`config.mk`:
```
export PLATFORM = sky130hd
export DESIGN_NAME = bounded_unique_set_table_unit
export DESIGN_NICKNAME = d
export VERILOG_FILES = /design/src/rtl/bust_pkg.sv /design/src/rtl/bust_cell.sv /design/src/rtl/bounded_unique_set_table_unit.sv
export SDC_FILE = /design/constraint.sdc
export NUM_CORES = 2
export LEC_CHECK = 0
export BUFFER_PORTS_ARGS = -buffer_cell sky130_fd_sc_hd__buf_4
export CELL_PAD_IN_SITES_DETAIL_PLACEMENT = 0
export CELL_PAD_IN_SITES_GLOBAL_PLACEMENT = 1
export CORE_MARGIN = 4
export CORE_UTILIZATION = 40
export CTS_CLUSTER_SIZE = 20
export DETAILED_ROUTE_END_ITERATION = 12
export PLACE_DENSITY_LB_ADDON = 0.3
export SYNTH_ARGS = -nofsm -noshare
export SYNTH_HDL_FRONTEND = slang
export SYNTH_SLANG_ARGS = --single-unit
```
`constraint.sdc`:
```
create_clock -name clk -period 11.3 [get_ports clk]
set_input_delay 1.13 -clock clk [delete_from_list [all_inputs] [get_ports clk]]
set_output_delay 1.13 -clock clk [all_outputs]
set_load 0.01 [all_outputs]
```
`src/rtl/bust_pkg.sv`:
```
`timescale 1ns / 1ps
// Shared types, codes and constants for the bounded unique set table.
// Used by bust_cell and bounded_unique_set_table_unit; depends on nothing.
package bust_pkg;

  localparam int DEPTH_DEFAULT = 16;
  localparam int VALUE_W       = 32;
  localparam int CMD_W         = 2;
  localparam int STATUS_W      = 2;
  localparam int SLOT_W        = 4;
  localparam int COUNT_W       = 5;
  localparam int HIT_W         = COUNT_W;

  localparam logic [COUNT_W-1:0] CAP_RESET = 5'd16;

  localparam logic [CMD_W-1:0] CMD_INSERT = 2'd0;
  localparam logic [CMD_W-1:0] CMD_REMOVE = 2'd1;
  localparam logic [CMD_W-1:0] CMD_LOOKUP = 2'd2;

  localparam logic [STATUS_W-1:0] ST_DONE    = 2'd0;
  localparam logic [STATUS_W-1:0] ST_PRESENT = 2'd1;
  localparam logic [STATUS_W-1:0] ST_FULL    = 2'd2;
  localparam logic [STATUS_W-1:0] ST_ABSENT  = 2'd3;

  typedef struct packed {
    logic [CMD_W-1:0]          cmd;
    logic signed [VALUE_W-1:0] value;
  } item_t;

  typedef struct packed {
    logic [STATUS_W-1:0] status;
    logic [SLOT_W-1:0]   slot;
    logic [COUNT_W-1:0]  entry_count;
  } result_t;

  typedef struct packed {
    logic               valid;
    logic [VALUE_W-1:0] value;
    logic               hit;
    logic [HIT_W-1:0]   hit_slot;
    logic [VALUE_W-1:0] tail;
  } probe_t;

  typedef struct packed {
    logic               en;
    logic [HIT_W-1:0]   slot;
    logic [VALUE_W-1:0] data;
  } wr_t;

endpackage

```
`src/rtl/bust_cell.sv`:
```
`timescale 1ns / 1ps
// One cell of the set table: holds one entry and forwards the search probe.
// Depends on bust_pkg.
module bust_cell import bust_pkg::*; #(
  parameter int IDX = 0
) (
  input  logic               clk,
  input  logic               rst,
  input  logic [COUNT_W-1:0] count,
  input  probe_t             probe_in,
  input  wr_t                wr,
  output probe_t             probe_out
);

  logic [VALUE_W-1:0] entry;
  logic               in_range;
  logic               is_tail;
  logic               match;

  assign in_range = IDX < 32'(count);
  assign is_tail  = (32'(IDX) + 32'd1) == 32'(count);
  assign match    = in_range && !probe_in.hit && (entry == probe_in.value);

  always_ff @(posedge clk) begin
    if (wr.en && (32'(wr.slot) == 32'(IDX))) begin
      entry <= wr.data;
    end
  end

  always_ff @(posedge clk) begin
    if (rst) begin
      probe_out.valid <= 1'b0;
    end else begin
      probe_out.valid <= probe_in.valid;
    end
    probe_out.value    <= probe_in.value;
    probe_out.hit      <= probe_in.hit | match;
    probe_out.hit_slot <= match ? HIT_W'(IDX) : probe_in.hit_slot;
    probe_out.tail     <= is_tail ? entry : probe_in.tail;
  end

endmodule

```
`src/rtl/bounded_unique_set_table_unit.sv`:
```
`timescale 1ns / 1ps
// Top level of the bounded unique set table: a row of DEPTH cells and control.
// Depends on bust_pkg and bust_cell.
//
// Every command walks a probe down the row of DEPTH cells, one cell per cycle,
// gathering the match slot and the last held entry, then writes back as the
// probe leaves the last cell. A command's result word, with done high, appears
// in the same cycle that busy falls, so a new command is taken only from then on.
// The done strobe lasts one cycle and cannot be held off. Capacity writes are
// taken at any time but belong in idle periods.
module bounded_unique_set_table_unit import bust_pkg::*; #(
  parameter int DEPTH = DEPTH_DEFAULT
) (
  input  logic               clk,
  input  logic               rst,
  input  logic               start,
  input  item_t              item,
  output logic               busy,
  output logic               done,
  output result_t            result,
  input  logic               cfg_we,
  input  logic [COUNT_W-1:0] cfg_wdata
);

  logic [COUNT_W-1:0] capacity;
  logic [COUNT_W-1:0] cap_eff;
  logic [COUNT_W-1:0] count;
  logic [COUNT_W-1:0] count_next;
  logic [CMD_W-1:0]   cmd;
  logic               accept;
  probe_t             chain [DEPTH+1];
  probe_t             tail_probe;
  wr_t                wr;
  result_t            result_next;

  assign accept = start && !busy;
  assign cap_eff = (32'(capacity) > DEPTH) ? COUNT_W'(DEPTH) : capacity;

  assign chain[0] = '{valid: accept, value: item.value, hit: 1'b0,
                      hit_slot: '0, tail: '0};

  for (genvar i = 0; i < DEPTH; i++) begin : g_cell
    bust_cell #(.IDX(i)) u_cell (
      .clk      (clk),
      .rst      (rst),
      .count    (count),
      .probe_in (chain[i]),
      .wr       (wr),
      .probe_out(chain[i+1])
    );
  end

  assign tail_probe = chain[DEPTH];

  always_comb begin
    wr          = '{en: 1'b0, slot: '0, data: tail_probe.value};
    count_next  = count;
    result_next = '{status: ST_DONE, slot: '0, entry_count: count};
    if (tail_probe.valid) begin
      case (cmd)
        CMD_INSERT: begin
          if (count >= cap_eff) begin
            result_next.status = ST_FULL;
          end else if (tail_probe.hit) begin
            result_next.status = ST_PRESENT;
            result_next.slot   = tail_probe.hit_slot[SLOT_W-1:0];
          end else begin
            wr.en              = 1'b1;
            wr.slot            = count;
            result_next.slot   = count[SLOT_W-1:0];
            count_next         = count + COUNT_W'(1);
          end
        end
        CMD_REMOVE: begin
          if (tail_probe.hit) begin
            wr.en              = 1'b1;
            wr.slot            = tail_probe.hit_slot;
            wr.data            = tail_probe.tail;
            result_next.slot   = tail_probe.hit_slot[SLOT_W-1:0];
            count_next         = count - COUNT_W'(1);
          end else begin
            result_next.status = ST_ABSENT;
          end
        end
        CMD_LOOKUP: begin
          if (tail_probe.hit) begin
            result_next.slot   = tail_probe.hit_slot[SLOT_W-1:0];
          end else begin
            result_next.status = ST_ABSENT;
          end
        end
        default: begin
          result_next.status = ST_DONE;
        end
      endcase
      result_next.entry_count = count_next;
    end
  end

  always_ff @(posedge clk) begin
    if (rst) begin
      capacity <= CAP_RESET;
      count    <= '0;
      busy     <= 1'b0;
      done     <= 1'b0;
    end else begin
      if (cfg_we) begin
        capacity <= cfg_wdata;
      end
      count <= count_next;
      done  <= tail_probe.valid;
      if (accept) begin
        busy <= 1'b1;
      end else if (tail_probe.valid) begin
        busy <= 1'b0;
      end
    end
  end

  always_ff @(posedge clk) begin
    if (accept) begin
      cmd <= item.cmd;
    end
    if (tail_probe.valid) begin
      result <= result_next;
    end
  end

`ifndef SYNTHESIS
  a_done_after_busy: assert property (@(posedge clk) disable iff (rst)
    done |-> $past(busy))
    else $error("done raised without a command in progress");

  a_probe_while_busy: assert property (@(posedge clk) disable iff (rst)
    tail_probe.valid |-> busy)
    else $error("probe left the cell row while idle");

  a_count_bound: assert property (@(posedge clk) disable iff (rst)
    32'(count) <= DEPTH)
    else $error("entry count beyond the number of cells");

  a_count_reported: assert property (@(posedge clk) disable iff (rst)
    done |-> result.entry_count == count)
    else $error("reported entry count differs from the held count");

  a_insert_room: assert property (@(posedge clk) disable iff (rst)
    (wr.en && cmd == CMD_INSERT) |-> count < cap_eff)
    else $error("insert written into a full set");
`endif

endmodule
```
==> reports/results.ini <==
[run_status]
status = completed

[logic_synthesis]
synth.area.mux_share = 0.1038
synth_compound_area_frac = 0.01250
synth.avg_cell_area_um2 = 15.43
synthSimpleGateAreaFrac = 0.05721
synth_edf_count = 525
synth_seq_cells = 1642
synth_flop_cell = dfxtp_1
synth_top_area_frac = 0.4289
ys_warn_count = 0
synthesis.area_mm2 = 0.05214
synth_nets = 3437
ys_top_cells_by_area = dfxtp_1 43%, edfxtp_1 30%, mux2_2 10%, xor2_1 6.0%, xnor2_1 2.3%
synthAdderAreaFrac = 0.003360
synthArstFlopShare = 0
synth.largest_area_cell = dfxtp_1
synth_top_family_by_area = multiplexers
syn_inst = 3380
ys_types = 67
synthXorXnorAreaFrac = 0.08366
ys_seq_area_frac = 0.7313

[sta]
fmax_ghz = 0.2357
holdWs_ns = 0.3488
worst_pin_slew_ns = 1.104
hold_viol = 0
fin_setup_tns_ns = 0
fin_crit_sh = 0.3755
setup_ws_ns = 7.057
period_needed_ns = 4.243
setup_viol = 0
worst_clock_skew_ns = 0.02712
max_slew_margin = 0.2628
grt_setup_unrepaired = false
slew_viol_final = 0

[power]
power_density_mw_per_mm2 = 192.8
finalPower_uw = 11550
p_leak_uw = 0.02299
irDropWorstVdd_mv = 0.1513

[cts]
postCtsSetupRepairBufs = 0
clock_path_buffers = 3
root_buffer = clkbuf_16
cts_buffers = 157
h-tree-depth = 4
clock_sinks = 1642
clkTransAtPathRegs_ns = 0.06
cts-resized-gates = 0
postCtsHoldBufs = 0
insertion_delay_ns = 0.75
tritoncts = yes

[route]
drt_wl_total_mm = 118.1
drtAntennaViolNets = 0
vias_per_cell = 4.534
route.vias.total = 24590
drc = 0
post_drt_wl_per_cell_um = 21.77
drtPass1Iterations = 5
drt_iter0_drc = 1487

[finish]
drive_gt1_frac = 0.2329
multi_input_area_mm2 = 0.01371
fillers = 11450
synthToLayoutAreaGrowth_pct = 14.92
seqCellArea_mm2 = 0.03813
final_cell_mix = 1117 x dfxtp_1, 525 x edfxtp_1, 468 x mux2_2
antenna_cells = 0
final_nets = 3607
layout_commonest_cell = dfxtp_1

[critical_path]
reg2reg_slack_ns = 7.06
r2r-end = g_cell[2].u_cell.entry[7]$_DFFE_PP_
slowest_delay_ns = 0.72
r2r_cells = 8
critical_path_class = reg -> reg
arrival_ns = 4.64
worst_setup_path_start_kind = flop
crit_fanout = 32
cpMaxStageDelayCell = dfxtp_1
end_kind = flop
cp.required_ns = 11.69
r2r_start = count[0]$_SDFFE_PP0P_
crit_chain = inv_1 > ha_1 > nor2b_1 > o21a_1 > o21ai_0 > o31a_1 > nor4_2 > buf_4
critical-path-top-delay-family = compound AO/OA/AOI/OAI gates
cp_num_buf_inv = 2

[grt]
grt_max_degree = 41
overflow = 0
grt_pass1_wl_mm = 173.3
antenna_found_initial = 4
grtUsageTotal = 0.1727
grt_pass1_vias = 25680

[place]
post-place-ws_ns = 7.169
portBuffers = 55
gp_congestion = 0.9383
hpwl_mm = 88.45

[die]
num_io_pins = 56
fp-row-count = 132
fp.dieH_um = 369.0
coreArea_mm2 = 0.1295
start_util = 0.4027
die_w_um = 369.0
dieArea_mm2 = 0.1362

[min_path]
holdCritStartpoint = g_cell[3].u_cell.probe_out[42]$_DFF_P_
min_to = g_cell[4].u_cell.probe_out[42]$_DFF_P_
holdCritPathClass = reg -> reg
min_path_cells = 0

[job]
maxCapViolations = 0

==> how the worst max path moves through the flow <==
stage / start / endpoint / depth (start not counted)
after global routing: count[0]$_SDFFE_PP0P_ / g_cell[2].u_cell.entry[0]$_DFFE_PP_ / 8
after CTS: count[0]$_SDFFE_PP0P_ / g_cell[2].u_cell.entry[16]$_DFFE_PP_ / 8
after global placement: count[0]$_SDFFE_PP0P_ / g_cell[2].u_cell.entry[18]$_DFFE_PP_ / 8
after detailed placement: count[0]$_SDFFE_PP0P_ / g_cell[2].u_cell.entry[18]$_DFFE_PP_ / 8
final: count[0]$_SDFFE_PP0P_ / g_cell[2].u_cell.entry[7]$_DFFE_PP_ / 8
after floorplan: count[0]$_SDFFE_PP0P_ / g_cell[2].u_cell.entry[0]$_DFFE_PP_ / 9
==> per-stage QoR <==
step | instance area (µm²) | cells | utilization
6_report | 59920 | 5422 | 0.4627
5_1_grt | 59920 | 5422 | 0.4627
4_1_cts | 59920 | 5422 | 0.4627
3_5_place_dp | 54810 | 5133 | 0.4233
3_3_place_gp | 54810 | 5133 | 0.4233
2_1_floorplan | 52140 | 3380 | -
==> logic make-up after synthesis <==
family                     after synthesis
AOI/OAI and AO/OA                       97
adders and majority gates               14
muxes                                  481
and+or+nand+nor                        543
buffers and inverters                  105
DFF                                   1642
xor gates and xnor gates               498
==> final cells by class <==
type,instances,area share
repair buffers,97,0.01215
clock buffers,249,0.07895
multi-input cells,1633,0.2287
clock inverters,40,0.006285
inverters,19,0.001190
flip-flops and latches,1642,0.6363
well taps,1742,0.03638
==> metal layers <==
layer	GRT usage	wire length (µm)
met2	0.2960	57980
met4	0.07256	4326
met5	0	0
met1	0.2187	51910
met3	0.02499	3842
==> Yosys cell counts, types with 33 or more instances <==
| cell | count |
|---|---|
| dfxtp_1 | 1117 |
| and3_1 | 42 |
| mux2_2 | 468 |
| xnor2_1 | 139 |
| nand4_1 | 51 |
| nand2_1 | 125 |
| nor2_1 | 33 |
| or2_2 | 35 |
| xor2_1 | 359 |
| clkbuf_1 | 42 |
| edfxtp_1 | 525 |
| nor4_1 | 103 |
| nor2b_1 | 44 |
==> registers in the layout, summed over array words and instances (netlist names) <==
register                 count
result                      11
g_cell.u_cell.probe_out   1105
busy                         1
capacity                     5
done                         1
cmd                          2
g_cell.u_cell.entry        512
count                        5
==> power by group <==
group	internal, µW	switching [µW]	total, µW
registers	6180	69.9	6250
clock network	2990	2110	5090
logic	64.0	138	202
total	9230	2320	11500
Note: power is estimated with default switching activity, not from simulation.
